[src/hw/rtl/sed_pkg.sv]
// Shared types, widths and constants for the simplex element diameter unit.
package sed_pkg;

    localparam int COORD_W      = 24;
    localparam int MAX_VERTICES = 4;
    localparam int NUM_VERT     = 4;
    localparam int AXES         = 3;
    localparam int NUM_PAIRS    = 6;
    localparam int OUT_W        = 25;
    localparam int MAG_W        = COORD_W + 1;
    localparam int SQ_W         = 2 * MAG_W;
    localparam int SUM_W        = SQ_W + 2;
    localparam int ROOT_STEPS   = (SUM_W + 1) / 2;
    localparam int CMP_W        = (MAG_W > OUT_W) ? MAG_W : OUT_W;
    localparam int CFG_W        = 2;
    localparam int CFG_IDX_W    = 2;

    localparam logic [OUT_W-1:0] OUT_MAX = '1;

    localparam logic [CFG_IDX_W-1:0] CFG_COORD_DIMS   = 2'd0;
    localparam logic [CFG_IDX_W-1:0] CFG_SIMPLEX_DIMS = 2'd1;

    localparam logic [1:0] PAIR_A [NUM_PAIRS] = '{2'd0, 2'd0, 2'd0, 2'd1, 2'd1, 2'd2};
    localparam logic [1:0] PAIR_B [NUM_PAIRS] = '{2'd1, 2'd2, 2'd3, 2'd2, 2'd3, 2'd3};

    typedef logic [NUM_VERT-1:0][AXES-1:0][COORD_W-1:0] t_coords;
    typedef logic [NUM_PAIRS-1:0][AXES-1:0][MAG_W-1:0]  t_mags;
    typedef logic [NUM_PAIRS-1:0][AXES-1:0][SQ_W-1:0]   t_squares;
    typedef logic [NUM_PAIRS-1:0][SUM_W-1:0]            t_sums;

    typedef struct packed {
        logic valid;
        logic sat;
    } t_ctl;

endpackage

[src/hw/rtl/sed_diff.sv]
// First stage: per-pair coordinate differences, magnitudes, masking by configuration and saturation.
module sed_diff
    import sed_pkg::*;
(
    input  logic             i_clk,
    input  logic             i_rst_n,
    input  logic             i_en,
    input  logic             i_valid,
    input  t_coords          i_coords,
    input  logic [CFG_W-1:0] i_coord_dims,
    input  logic [CFG_W-1:0] i_simplex_dims,
    output t_mags            o_mags,
    output t_ctl             o_ctl
);

    t_mags r_mags;
    t_mags n_mags;
    t_ctl  r_ctl;
    t_ctl  n_ctl;

    always_comb begin
        logic [2:0]              nv;
        logic signed [MAG_W-1:0] d;
        logic [MAG_W-1:0]        mag;
        logic                    use_pair;
        logic                    use_axis;
        nv = 3'(i_simplex_dims) + 3'd1;
        if (nv > 3'(MAX_VERTICES)) begin
            nv = 3'(MAX_VERTICES);
        end
        n_ctl.valid = i_valid;
        n_ctl.sat   = 1'b0;
        for (int p = 0; p < NUM_PAIRS; p++) begin
            use_pair = {1'b0, PAIR_B[p]} < nv;
            for (int k = 0; k < AXES; k++) begin
                use_axis = 2'(k) < i_coord_dims;
                d = $signed({i_coords[PAIR_A[p]][k][COORD_W-1], i_coords[PAIR_A[p]][k]})
                  - $signed({i_coords[PAIR_B[p]][k][COORD_W-1], i_coords[PAIR_B[p]][k]});
                mag = d[MAG_W-1] ? MAG_W'(-d) : MAG_W'(d);
                if (!(use_pair && use_axis)) begin
                    mag = '0;
                end else if (CMP_W'(mag) > CMP_W'(OUT_MAX)) begin
                    n_ctl.sat = 1'b1;
                    mag = '0;
                end
                n_mags[p][k] = mag;
            end
        end
    end

    always_ff @(posedge i_clk) begin
        if (!i_rst_n) begin
            r_ctl <= '0;
        end else if (i_en) begin
            r_ctl <= n_ctl;
        end
    end

    always_ff @(posedge i_clk) begin
        if (i_en) begin
            r_mags <= n_mags;
        end
    end

    assign o_mags = r_mags;
    assign o_ctl  = r_ctl;

endmodule

[config.mk]
export PLATFORM = sky130hd
export DESIGN_NAME = sed_diff
export DESIGN_NICKNAME = d
export VERILOG_FILES = /design/src/hw/rtl/sed_pkg.sv /design/src/hw/rtl/sed_diff.sv
export SDC_FILE = /design/constraint.sdc
export NUM_CORES = 2
export LEC_CHECK = 0
export ABC_CLOCK_PERIOD_IN_PS = 4000
export BUFFER_PORTS_ARGS = -buffer_cell sky130_fd_sc_hd__buf_2
export CORE_MARGIN = 2
export CORE_UTILIZATION = 45
export CTS_CLUSTER_DIAMETER = 60
export DETAILED_ROUTE_END_ITERATION = 7
export GPL_ROUTABILITY_DRIVEN = 0
export PLACE_DENSITY_LB_ADDON = 0.05
export SLEW_MARGIN = 15
export SYNTH_ARGS = -nofsm -noshare
export SYNTH_HDL_FRONTEND = slang
export SYNTH_SLANG_ARGS = --single-unit
[constraint.sdc]
create_clock -name i_clk -period 4 [get_ports i_clk]
set_input_delay 0.2 -clock i_clk [delete_from_list [all_inputs] [get_ports i_clk]]
set_output_delay 0.2 -clock i_clk [all_outputs]
set_load 0.03 [all_outputs]
==> impl_metrics.yaml <==
drt:
  routed_wire_length_per_instance_um: 22.7
  m1WireLength_mm: 80.9
  first_iteration_detailed_routing_drc_count: 4436
  route.detailed.drc: 0
  routed_wl_mm: 189
  antenna_left: 0
  vias: 49800
  drt_first_pass_iters: 6
  topRoutingLayerUsed: "met5"
  route.met3.wl_mm: 16.1
  wl_met2_mm: 80.1
  route.detailed.vias_per_inst: 5.98
die:
  cell_rows: 121
  initial_util_pct: 45.3
  placeableCoreArea_mm2: 0.109
  chipWidth_um: 335
  die_y_um: 335
  io_pins: 748
  dieArea_mm2: 0.112
place:
  dp.final_hpwl_mm: 157
  placement.io_buffers: 747
power:
  vdd_drop_max_mv: 0.385
  fin_total_pwr_mw: 21.7
  power_leakage_nw: 24.7
  powerDensity_mw_per_mm2: 373
setup_path:
  worstPathRequired_ps: 4420
  worstPathMaxFanout: 4
  setup.reg_to_reg.worst_slack_ps: 2870
  worst-endpoint-arrival_ps: 4220
  reg2reg_from: "o_ctl[1]$_SDFFE_PN0P_"
  worst_setup_path_end_kind: "register"
  r2r_end: "o_ctl[1]$_SDFFE_PN0P_"
  r2r_cells: 3
  startpoint_type: "input pin"
  first_element_of_the_critical_path: "i_coords[120]"
  cp-endpoint: "o_mags[295]$_SDFFCE_PP0P_"
  crit_type: "input pin to register"
grt:
  grt_start_max_net_pins: 94
  grt_antenna_before_repair: 16
  grt.total_usage_pct: 32.2
  globalRoute.totalOverflow: 0
  grt_pass1_wl_mm: 275
  vias_in_the_first_global_route: 45000
timing:
  worst_slew_pin_slew_ps: 942
  rsz_0062_raised_after_global_routing: "false"
  post-route-min-period_ps: 3800
  final-hold-violation-count: 0
  maxSlewViolCount: 0
  max_clock_skew_ps: 0
  final-setup-viol-count: 0
  f_max_ghz: 0.263
  worst_slew_margin_rel_pct: 37.2
  min_period_over_period_pct: 95.1
  setup_tns_ps: 0
status:
  run_status: "completed"
synthesis:
  synth.yosys.seq_area_share_pct: 27.5
  postSynthAreaPerCell_um2: 8.26
  dominantRegCellSynth: "sky130_fd_sc_hd__edfxtp_1"
  synth.net_count: 6720
  synth_seq_cells: 452
  number_of_instances_in_the_synthesized_netlist: 5956
  yosys.cell_types.count: 103
  number_of_warnings_reported_in_the_yosys_synthesis_log: 0
  netlist_area_mm2: 0.0492
  synthArstFlopShare_pct: 0
  post_synth_edffs: 450
hold_path:
  hold_path_cell_cnt: 3
  worst_min_path_class: "input pin to register"
clock_tree:
  cts.path.max_buffers: 3
  cts.sink_count: 452
  cts_buffers: 61
  clock_insertion_delay_worst_skew_ps: 690
  cts-htree-levels: 2
  clkTransAtPathRegs_ps: 60
  cts.root.buffer_cell: "sky130_fd_sc_hd__clkbuf_16"
  cts_tree: "done"
cells_and_area:
  final_layout_size_suffix_gt1_share_pct: 17.8
  area_growth_syn_to_layout_pct: 18.4
  fillCellCount: 10500
  num-nets-final: 7612
job:
  maxCapViolations: 0
-- flip-flops by register name (all words and copies together), names as in the netlist --
register / count
o_mags: 450
o_ctl: 2
-- where the power goes --
part / internal [mW] / switching, mW / total, mW
registers: 5.77 / 0.214 / 5.99
clock network: 3.30 / 2.39 / 5.69
logic: 3.63 / 6.43 / 10.1
total: 12.7 / 9.03 / 21.7
-- cell families after synthesis --
logic type | after synthesis | share of synthesized area, %
simple gates | 2037 | 20.6
compound gates | 1773 | 23.8
xor+xnor | 595 | 10.6
buf+inv | 595 | 4.56
fa+ha+maj | 468 | 12.2
flops | 452 | 27.5
mux | 36 | 0.750
-- Yosys cell counts (all sizes together) (19+ instances only) --
master   count  area (um^2)
a21o        95          713
nand3b      24          180
a221oi      22          211
clkbuf     159          598
a41oi       21          184
nor4        63          444
nor2b       87          552
a211oi      67          513
o21bai      42          315
o31ai       57          465
o211ai      78          591
a31o        26          228
inv        428         1610
or3        116          726
nor3b       26          200
a21boi      21          158
a2111oi     19          210
edfxtp     450        13500
xor2       254         2230
and3        52          325
o2111ai     27          236
or2         35          219
a31oi       75          469
o31a        29          254
o21a       108          811
ha         450         5630
a21oi      502         2520
xnor2      341         2990
and2        62          390
nor2       737         2770
nand3      126          631
o21ai      362         1810
mux2i       29          290
nand2      321         1200
nor3       189          967
o311ai      22          200
a211o       34          298
nand4       48          300
nand2b      57          357
-- cell type report --
class                   count  area (um^2)  area share, %
flip-flops and latches    452        13600           23.3
clock buffers              69         1560           2.67
inverters                 428         1610           2.76
repair buffers            996         5750           9.87
clock inverters            45          518          0.889
multi-input cells        4909        33500           57.5
diodes                     14         35.0         0.0601
well taps                1414         1770           3.04
-- stage by stage --
stage,instances,hold WS [ps],instance area (um^2),util (%),worst slack (ps)
3_5_place_dp,8195,454,56100,51.6,12.2
5_1_grt,8318,29.9,58200,53.6,42.5
6_report,8327,42.1,58300,53.6,198
3_3_place_gp,8195,447,56100,51.6,38.4
2_1_floorplan,5956,312,49200,-,455
4_1_cts,8312,8.30,58200,53.5,261
-- metal layers --
layer / global-route usage (%) / up-vias
met5: 0 / -
met3: 6.26 / 467
met1: 43.2 / 23400
li1: - / 23800
met2: 48.6 / 2068
met4: 18.0 / 8
-- timing repair --
| action | in CTS | in global routing |
|---|---|---|
| endpoints found under the setup margin | 0 | 3 |
| resized for setup | 0 | 3 |
| hold buffers | 3 | 0 |
| hold endpoints to repair | 3 | 0 |
| setup buffers | 0 | 1 |
-- worst min path at each step --
stage | startpoint | endpoint
CTS | i_coords[72] | o_mags[0]$_SDFFCE_PP0P_
global route | i_coords[72] | o_mags[0]$_SDFFCE_PP0P_
floorplan | i_en | o_mags[0]$_SDFFCE_PP0P_
detailed placement | i_rst_n | o_ctl[1]$_SDFFE_PN0P_
global placement | i_rst_n | o_ctl[1]$_SDFFE_PN0P_
finish | i_coords[72] | o_mags[0]$_SDFFCE_PP0P_
-- worst max-delay path, cell delays in order --
cell and delay [ps]:
sky130_fd_sc_hd__dlygate4sd3_1 540, sky130_fd_sc_hd__buf_2 130, sky130_fd_sc_hd__inv_1 150, sky130_fd_sc_hd__ha_1 210, sky130_fd_sc_hd__inv_1 60, sky130_fd_sc_hd__fa_1 410, sky130_fd_sc_hd__a211oi_1 270, sky130_fd_sc_hd__o21bai_1 180
sky130_fd_sc_hd__a21oi_1 210, sky130_fd_sc_hd__xnor2_1 150, sky130_fd_sc_hd__nor4_1 450, sky130_fd_sc_hd__nand4_1 290, sky130_fd_sc_hd__nor4_4 330, sky130_fd_sc_hd__a21oi_1 160, sky130_fd_sc_hd__xor2_1 400, sky130_fd_sc_hd__nor2_1 70
-- cell usage in the layout, fill, tap and decap left out, types with 236 or more instances in the layout --
master,n
sky130_fd_sc_hd__edfxtp_1,450
sky130_fd_sc_hd__buf_4,236
sky130_fd_sc_hd__nand2_1,318
sky130_fd_sc_hd__xor2_1,253
sky130_fd_sc_hd__inv_1,428
sky130_fd_sc_hd__o21ai_0,354
sky130_fd_sc_hd__a21oi_1,500
sky130_fd_sc_hd__nor2_1,737
sky130_fd_sc_hd__buf_2,746
sky130_fd_sc_hd__ha_1,450
sky130_fd_sc_hd__xnor2_1,341
No activity file was read; power rests on OpenSTA's default activity.
