### src/hw/rtl/sed_pkg.sv
// Shared types, widths and constants for the simplex element diameter unit.
package sed_pkg;

    localparam int COORD_W      = 24;
    localparam int MAX_VERTICES = 4;
    localparam int NUM_VERT     = 4;
    localparam int AXES         = 3;
    localparam int NUM_PAIRS    = 6;
    localparam int OUT_W        = 25;
    localparam int MAG_W        = COORD_W + 1;
    localparam int SQ_W         = 2 * MAG_W;
    localparam int SUM_W        = SQ_W + 2;
    localparam int ROOT_STEPS   = (SUM_W + 1) / 2;
    localparam int CMP_W        = (MAG_W > OUT_W) ? MAG_W : OUT_W;
    localparam int CFG_W        = 2;
    localparam int CFG_IDX_W    = 2;

    localparam logic [OUT_W-1:0] OUT_MAX = '1;

    localparam logic [CFG_IDX_W-1:0] CFG_COORD_DIMS   = 2'd0;
    localparam logic [CFG_IDX_W-1:0] CFG_SIMPLEX_DIMS = 2'd1;

    localparam logic [1:0] PAIR_A [NUM_PAIRS] = '{2'd0, 2'd0, 2'd0, 2'd1, 2'd1, 2'd2};
    localparam logic [1:0] PAIR_B [NUM_PAIRS] = '{2'd1, 2'd2, 2'd3, 2'd2, 2'd3, 2'd3};

    typedef logic [NUM_VERT-1:0][AXES-1:0][COORD_W-1:0] t_coords;
    typedef logic [NUM_PAIRS-1:0][AXES-1:0][MAG_W-1:0]  t_mags;
    typedef logic [NUM_PAIRS-1:0][AXES-1:0][SQ_W-1:0]   t_squares;
    typedef logic [NUM_PAIRS-1:0][SUM_W-1:0]            t_sums;

    typedef struct packed {
        logic valid;
        logic sat;
    } t_ctl;

endpackage

### src/hw/rtl/sed_max.sv
// Two-level registered tree that picks the largest squared pair distance.
module sed_max
    import sed_pkg::*;
(
    input  logic             i_clk,
    input  logic             i_rst_n,
    input  logic             i_en,
    input  t_sums            i_sums,
    input  t_ctl             i_ctl,
    output logic [SUM_W-1:0] o_best,
    output t_ctl             o_ctl
);

    localparam int HALF = NUM_PAIRS / 2;

    logic [HALF-1:0][SUM_W-1:0] r_part;
    logic [HALF-1:0][SUM_W-1:0] n_part;
    t_ctl                       r_part_ctl;
    logic [SUM_W-1:0]           r_best;
    logic [SUM_W-1:0]           n_best;
    t_ctl                       r_best_ctl;

    always_comb begin
        for (int h = 0; h < HALF; h++) begin
            n_part[h] = (i_sums[2*h] > i_sums[2*h+1]) ? i_sums[2*h] : i_sums[2*h+1];
        end
    end

    always_comb begin
        n_best = r_part[0];
        for (int h = 1; h < HALF; h++) begin
            if (r_part[h] > n_best) begin
                n_best = r_part[h];
            end
        end
    end

    always_ff @(posedge i_clk) begin
        if (!i_rst_n) begin
            r_part_ctl <= '0;
            r_best_ctl <= '0;
        end else if (i_en) begin
            r_part_ctl <= i_ctl;
            r_best_ctl <= r_part_ctl;
        end
    end

    always_ff @(posedge i_clk) begin
        if (i_en) begin
            r_part <= n_part;
            r_best <= n_best;
        end
    end

    assign o_best = r_best;
    assign o_ctl  = r_best_ctl;

endmodule

### config.mk
export PLATFORM = sky130hd
export DESIGN_NAME = sed_max
export DESIGN_NICKNAME = d
export VERILOG_FILES = /design/src/hw/rtl/sed_pkg.sv /design/src/hw/rtl/sed_max.sv
export SDC_FILE = /design/constraint.sdc
export NUM_CORES = 1
export LEC_CHECK = 0
export ABC_AREA = 0
export BUFFER_PORTS_ARGS = -buffer_cell sky130_fd_sc_hd__buf_2
export CAP_MARGIN = 20
export CORE_UTILIZATION = 40
export CTS_BUF_LIST = sky130_fd_sc_hd__clkbuf_4 sky130_fd_sc_hd__clkbuf_8 sky130_fd_sc_hd__clkbuf_16
export DETAILED_ROUTE_END_ITERATION = 10
export GPL_TIMING_DRIVEN = 1
export SLEW_MARGIN = 20
export SYNTH_ARGS = -nofsm -noshare
export SYNTH_HDL_FRONTEND = slang
export SYNTH_SLANG_ARGS = --single-unit
export TNS_END_PERCENT = 10
### constraint.sdc
create_clock -name i_clk -period 11.7 [get_ports i_clk]
set_clock_uncertainty 0.2 [all_clocks]
set_input_delay 1.17 -clock i_clk [delete_from_list [all_inputs] [get_ports i_clk]]
set_output_delay 1.17 -clock i_clk [all_outputs]
set_load 0.005 [all_outputs]
==> run_results.csv, run 1 <==
group,metric,value,unit
worst_hold_path,hp-class,"reg -> reg",
synth,synth_fa_ha_area_share,19.80,%
setup_path,crit_path_start_kind,"flop",
grt,grt-ovfl-total,0,
final_layout,fill_cells,3686,
outcome,outcome,"completed",
timing,fin_crit,7.181,ns
power,powerDensity,135.2,nW/um^2
clocking,cts.sinks,212,
timing,finalHoldViolations,0,
routing,viasPerCell,4.930,
setup_path,critPathRequiredTime,11.75,ns
placement,hpwlAfterDp,34.91,mm
flow_run,maxCapViolCount,0,
setup_path,end_kind,"flop",
synth,synth-compound-area-share,8.516,%
synth,syn_area_per_cell,11.58,um^2
synth,syn_nets,1996,
timing,drv_slew,0,
final_layout,syn_to_final_growth,19.13,%
grt,first_global_vias,11629,
floorplanning,die_w,204.6,um
synth,async_flop_share,0,%
grt,grt_pass1_wl,64.36,mm
synth,synth_edf_count,208,
setup_path,path_max_fanout,36,
timing,setup_viol,0,
placement,io_buffers,370,
placement,place_ws,4.495,ns
synth,synthSimpleGateAreaFrac,5.949,%
synth,synth-main-ff-cell,"edfxtp_1",
floorplanning,rows,73,
synth,syn_area,16430,um^2
synth,synth_top_family_by_area,"adder cells",
clocking,post-cts-setup-buffer-count,0,
floorplanning,die_h,204.6,um
timing,finalSetupTns,0,ns
floorplanning,initial_core_util,40.96,%
timing,finalCritPeriodShare,61.37,%
clocking,cts_resized,0,
synth,synth_seq_cells,212,
synth,synthCells,1419,
timing,timing.fmax,0.1393,GHz
power,power,0.002645,W
routing,via_count,11536,
clocking,worstSkewPairLatency,0.54,ns
timing,slew_headroom,31.98,%
final_layout,nets,2372,
final_layout,multiInputGateArea,8881,um^2
floorplanning,ios,371,
power,leakagePower,10.15,nW
timing,max_slew.worst_pin.slew,1.020,ns
clocking,cts_hold_buf,0,
placement,gp_congestion,0.8965,
clocking,cts_tree,"yes",
grt,grt_start_max_net_pins,81,
floorplanning,core_area,40100,um^2
clocking,cts_root_buffer,"clkbuf_16",
routing,ant_nets,0,
routing,drt_iter0_drc,545,
routing,wl,42.31,mm
routing,drtPass1Iterations,5,
synth,synth_mux_area_share,19.58,%
timing,timing.final.ws_setup,4.519,ns
synth,yosys_warnings,0,
setup_path,cp.arrival,7.23,ns
timing,rsz0062_at_grt,"false",
grt,grt_usage,20.15,%
setup_path,critical_path_class,"reg -> reg",
grt,antenna_found_initial,2,
clocking,h-tree-depth,1,
synth,synthXorXnorAreaFrac,0,%
setup_path,r2r_slack,4.52,ns
final_layout,drive_gt1_share,32.30,%
clocking,cts_buffer_depth,3,
routing,drc,0,
floorplanning,die_area,41880,um^2
synth,seq_area_frac_synth,38.51,%
routing,wl_per_cell,18.08,um
final_layout,seqCellArea,6326,um^2
clocking,numCtsBuffers,25,
power,vdd_drop_max,91.13,uV
synth,synth_cell_types,48,
clocking,clkSlewWorstSetupHoldPaths,0.06,ns
## registers in the layout, summed over array words and instances, names as in the netlist
register	count
o_ctl	2
r_part_ctl	2
r_part	156
o_best	52
## kinds of logic after synthesis
kind of cell    count (synthesis)
buf+inv                       291
compound gates                219
mux                           264
simple gates                  173
flops                         212
fa+ha+maj                     260
## routing by layer
layer	global-route usage [%]	wire length [um]	vias up
met5	0	8	-
li1	-	-	5937
met4	4.904	803	2
met1	30.17	21520	5288
met3	3.102	2281	45
met2	30.04	17690	264
## critical path, cell delays in order, from the launching register on
cell and delay, ns:
edfxtp_1 0.41, ha_1 0.34, nand4_1 0.19, nor4_1 0.49, o21ai_0 0.16, a41oi_1 0.19, o21ai_0 0.17, a21oi_4 0.65
buf_4 0.67, mux2i_1 0.50, ha_1 0.33, a21o_1 0.16, a21o_1 0.16, a21oi_1 0.18, nor4_1 0.07, nor3_1 0.34
o22ai_1 0.20, a21oi_4 0.69, buf_4 0.60, mux2i_1 0.15
## cell usage after synthesis, types with 5 or more instances
cell	instances	area [um^2]
a211oi_1	5	37.54
a21o_1	81	608.1
a21oi_1	81	405.4
and4_1	5	43.79
buf_2	7	35.03
buf_6	20	225.2
edfxtp_1	208	6246
ha_1	260	3253
inv_1	262	983.4
mux2_2	58	653.1
mux2_4	100	1501
mux2i_1	106	1061
nand2_1	29	108.9
nand2b_1	9	56.30
nand3_1	10	50.05
nand4_1	55	344.1
nor2_1	20	75.07
nor2b_1	11	68.82
nor3_1	10	50.05
nor4_1	11	68.82
o21a_1	5	37.54
o21ai_0	27	135.1
## stage by stage
| stage | hold slack [ns] | cells | utilization [%] | instance area, um^2 |
|---|---|---|---|---|
| 2_1_floorplan | 0.2824 | 1419 | - | 16430 |
| 3_3_place_gp | 0.2931 | 2293 | 46.81 | 18770 |
| 3_5_place_dp | 0.3149 | 2293 | 46.81 | 18770 |
| 4_1_cts | 0.3295 | 2339 | 48.79 | 19570 |
| 5_1_grt | 0.3439 | 2340 | 48.80 | 19570 |
| 6_report | 0.3256 | 2340 | 48.80 | 19570 |
## worst paths after layout
path,start,endpoint,cells after the start
worst max-delay path,r_part[67]$_DFFE_PP_,o_best[39]$_DFFE_PP_,19
worst min-delay path,o_ctl[1]$_SDFFE_PN0P_,o_ctl[1]$_SDFFE_PN0P_,2
worst max register to register,r_part[67]$_DFFE_PP_,o_best[39]$_DFFE_PP_,19
worst min register to register,o_ctl[1]$_SDFFE_PN0P_,o_ctl[1]$_SDFFE_PN0P_,2
## where the power goes
group          leakage (nW)  total [W]  internal, W  switching, W
Combinational          7.69   0.000844     0.000406      0.000438
Clock                 0.389   0.000757     0.000447      0.000310
Sequential             2.07    0.00104     0.000981     0.0000624
## cell usage in the layout, fill, tap and decap left out, drive strengths merged, types with 3 or more instances in the layout
master	instances
clkinv	10
clkinvlp	3
a221o	3
mux2i	106
nand2	29
dfxtp	4
clkbuf	31
a21oi	82
buf	377
o21ai	28
a211oi	5
nand4	55
and4	5
inv	263
nand2b	9
nor2	20
nor4	11
nor2b	11
edfxtp	208
a21o	81
ha	260
nor3	12
o21a	5
o22ai	3
mux2	158
nand3	10
o211ai	4
## area by class of cell
class                           instances  area share (%)
Multi-Input combinational cell        916           45.39
Antenna cell                            1         0.01279
Tap cell                              525           3.357
Inverter                              262           5.026
Clock buffer                           30           3.389
Timing Repair Buffer                  378           9.815
Clock inverter                         16          0.6842
Sequential cell                       212           32.33
Note: power is estimated with default switching activity, not from simulation.
==> run 2: changes to the inputs <==
- clock period: 11.7 -> 7.4 ns (I/O delays scaled with it)
==> run 2 against run 1 <==
Worst setup slack got worse by 3.6 ns. Maximum frequency increased by 10%. Register-to-register slack got worse by 3.6 ns. Global-route usage increased by 0.065 points. Sequential power increased by 60%. Clock-buffer cell count decreased by 5. Critical endpoint is now o_best[31]$_DFFE_PP_. Largest power group unchanged.
==> run_results.csv, run 2 (same netlist as run 1, synthesis figures left out) <==
group,metric,value,unit
power,vdd_drop_max,126.1,uV
setup_path,cp.arrival,6.55,ns
setup_path,end_kind,"flop",
grt,first_global_vias,11596,
setup_path,critical_path_buf_inv_count,4,
final_layout,multiInputGateArea,8881,um^2
power,powerDensity,219.5,nW/um^2
floorplanning,core_area,40100,um^2
clocking,cts_buffer_depth,3,
setup_path,critPathRequiredTime,7.43,ns
timing,finalHoldViolations,0,
setup_path,crit_path_start_kind,"flop",
routing,drt_iter0_drc,665,
routing,viasPerCell,4.991,
clocking,cts_resized,0,
floorplanning,rows,73,
floorplanning,initial_core_util,40.96,%
timing,fin_crit,6.518,ns
final_layout,drive_gt1_share,32.45,%
clocking,post-cts-setup-buffer-count,0,
power,switching_share,30.05,%
grt,grt-ovfl-total,0,
placement,dp_cells,2296,
timing,fin_hold_ws,0.2830,ns
clocking,cts_root_buffer,"clkbuf_16",
clocking,worstSkewPairLatency,0.52,ns
final_layout,mostFrequentLayoutCell,"buf_2",
power,p_int,0.003021,W
final_layout,mostFrequentLayoutCells,"369 x buf_2, 262 x inv_1, 260 x ha_1",
worst_hold_path,hp-class,"in -> reg",
routing,drtPass1Iterations,6,
flow_run,maxCapViolCount,0,
setup_path,cp.depth,20,
final_layout,top_register,"r_part",
routing,wl,43.29,mm
power,clkPwrFrac,30.6,%
grt,grt_start_max_net_pins,82,
grt,grt_usage,20.22,%
clocking,h-tree-depth,1,
floorplanning,die_h,204.6,um
power,netSwitchingPower,0.001297,W
clocking,cts.sinks,212,
floorplanning,ios,371,
placement,gp_congestion,0.8834,
clocking,cts_hold_buf,0,
routing,drc,0,
placement,hpwlAfterDp,35.86,mm
final_layout,syn_to_final_growth,19.77,%
grt,antenna_found_initial,1,
timing,rsz0062_at_grt,"false",
placement,place_ws,0.7837,ns
routing,ant_nets,0,
power,power_frac_comb,31.0,%
routing,wl_per_cell,18.49,um
setup_path,critical_path_class,"reg -> reg",
final_layout,seqCellArea,6326,um^2
outcome,outcome,"completed",
power,power_frac_seq,38.4,%
timing,slew_headroom,28.45,%
timing,finalCritPeriodShare,88.08,%
timing,max_slew.worst_pin.slew,1.073,ns
final_layout,fill_cells,3647,
setup_path,path_delay_family,"simple AND/OR/NAND/NOR gates",
timing,timing.fmax,0.1534,GHz
final_layout,nets,2374,
timing,setup_viol,0,
grt,grt_pass1_wl,65.01,mm
worst_hold_path,worstHoldPathCells,2,
floorplanning,die_area,41880,um^2
setup_path,ff2ff_path_depth,20,
timing,finalSetupTns,0,ns
setup_path,cpPeakStageDelay,0.62,ns
timing,drv_slew,0,
floorplanning,die_w,204.6,um
timing,timing.final.ws_setup,0.8821,ns
setup_path,path_max_fanout,41,
setup_path,cpMaxStageDelayCell,"or4_1",
clocking,clkSlewWorstSetupHoldPaths,0.06,ns
placement,io_buffers,370,
final_layout,largest_register_ffs,156,
power,leakagePower,10.19,nW
clocking,numCtsBuffers,24,
final_layout,finalNonFillerCells,2341,
setup_path,path_cells,"inv_1 -> ha_1 -> nand4_1 -> nor4_1 -> o21ai_0 -> a41oi_1 -> o21ai_0 -> a21oi_4 -> buf_4 -> buf_4 -> mux2i_1 -> ha_1 -> nand4_1 -> or4_1 -> nor3_2 -> nand2b_1 -> o22ai_1 -> a21oi_4 -> buf_4 -> mux2i_1",
setup_path,crit_top_cell,"buf_4",
routing,via_count,11685,
clocking,cts_tree,"yes",
run 2: path summary, 6_finish.rpt:
kind                            slack, ns                   from                     to
worst max register to register       0.88   r_part[16]$_DFFE_PP_   o_best[31]$_DFFE_PP_
worst max-delay path                 0.88   r_part[16]$_DFFE_PP_   o_best[31]$_DFFE_PP_
worst min register to register       0.32  o_ctl[1]$_SDFFE_PN0P_  o_ctl[1]$_SDFFE_PN0P_
worst min-delay path                 0.28                i_rst_n  o_ctl[1]$_SDFFE_PN0P_
run 2: power groups by stage:
stage | logic [W] | registers [W] | clock network, W
after floorplan | 0.000917 | 0.00164 | 0
after global placement | 0.00131 | 0.00168 | 0
after detailed placement | 0.00135 | 0.00168 | 0
after CTS | 0.00135 | 0.00166 | 0.00135
after global routing | 0.00149 | 0.00168 | 0.00139
final | 0.00134 | 0.00166 | 0.00132
run 2: through the flow:
step	util (%)	instance area (um^2)	power (W)
2_1_floorplan	-	16430	0.002552
3_3_place_gp	46.86	18790	0.002995
3_5_place_dp	46.86	18790	0.003027
4_1_cts	49.06	19670	0.004368
5_1_grt	49.06	19670	0.004562
6_report	49.06	19670	0.004318
run 2: final cells by class:
type                       count  share of cell area [%]
sequential                   212                   32.16
clock inverter                19                   1.291
clock buffer                  25                   3.180
antenna                        1                 0.01272
multi-input combinational    916                   45.14
timing repair buffer         381                   9.877
inverter                     262                   4.999
tap                          525                   3.339
run 2: per-layer routing:
metal | global-route usage (%) | wire length [um]
met3 | 2.720 | 2094
met2 | 30.44 | 18340
met5 | 0 | 0
met4 | 3.918 | 655
met1 | 30.65 | 22200
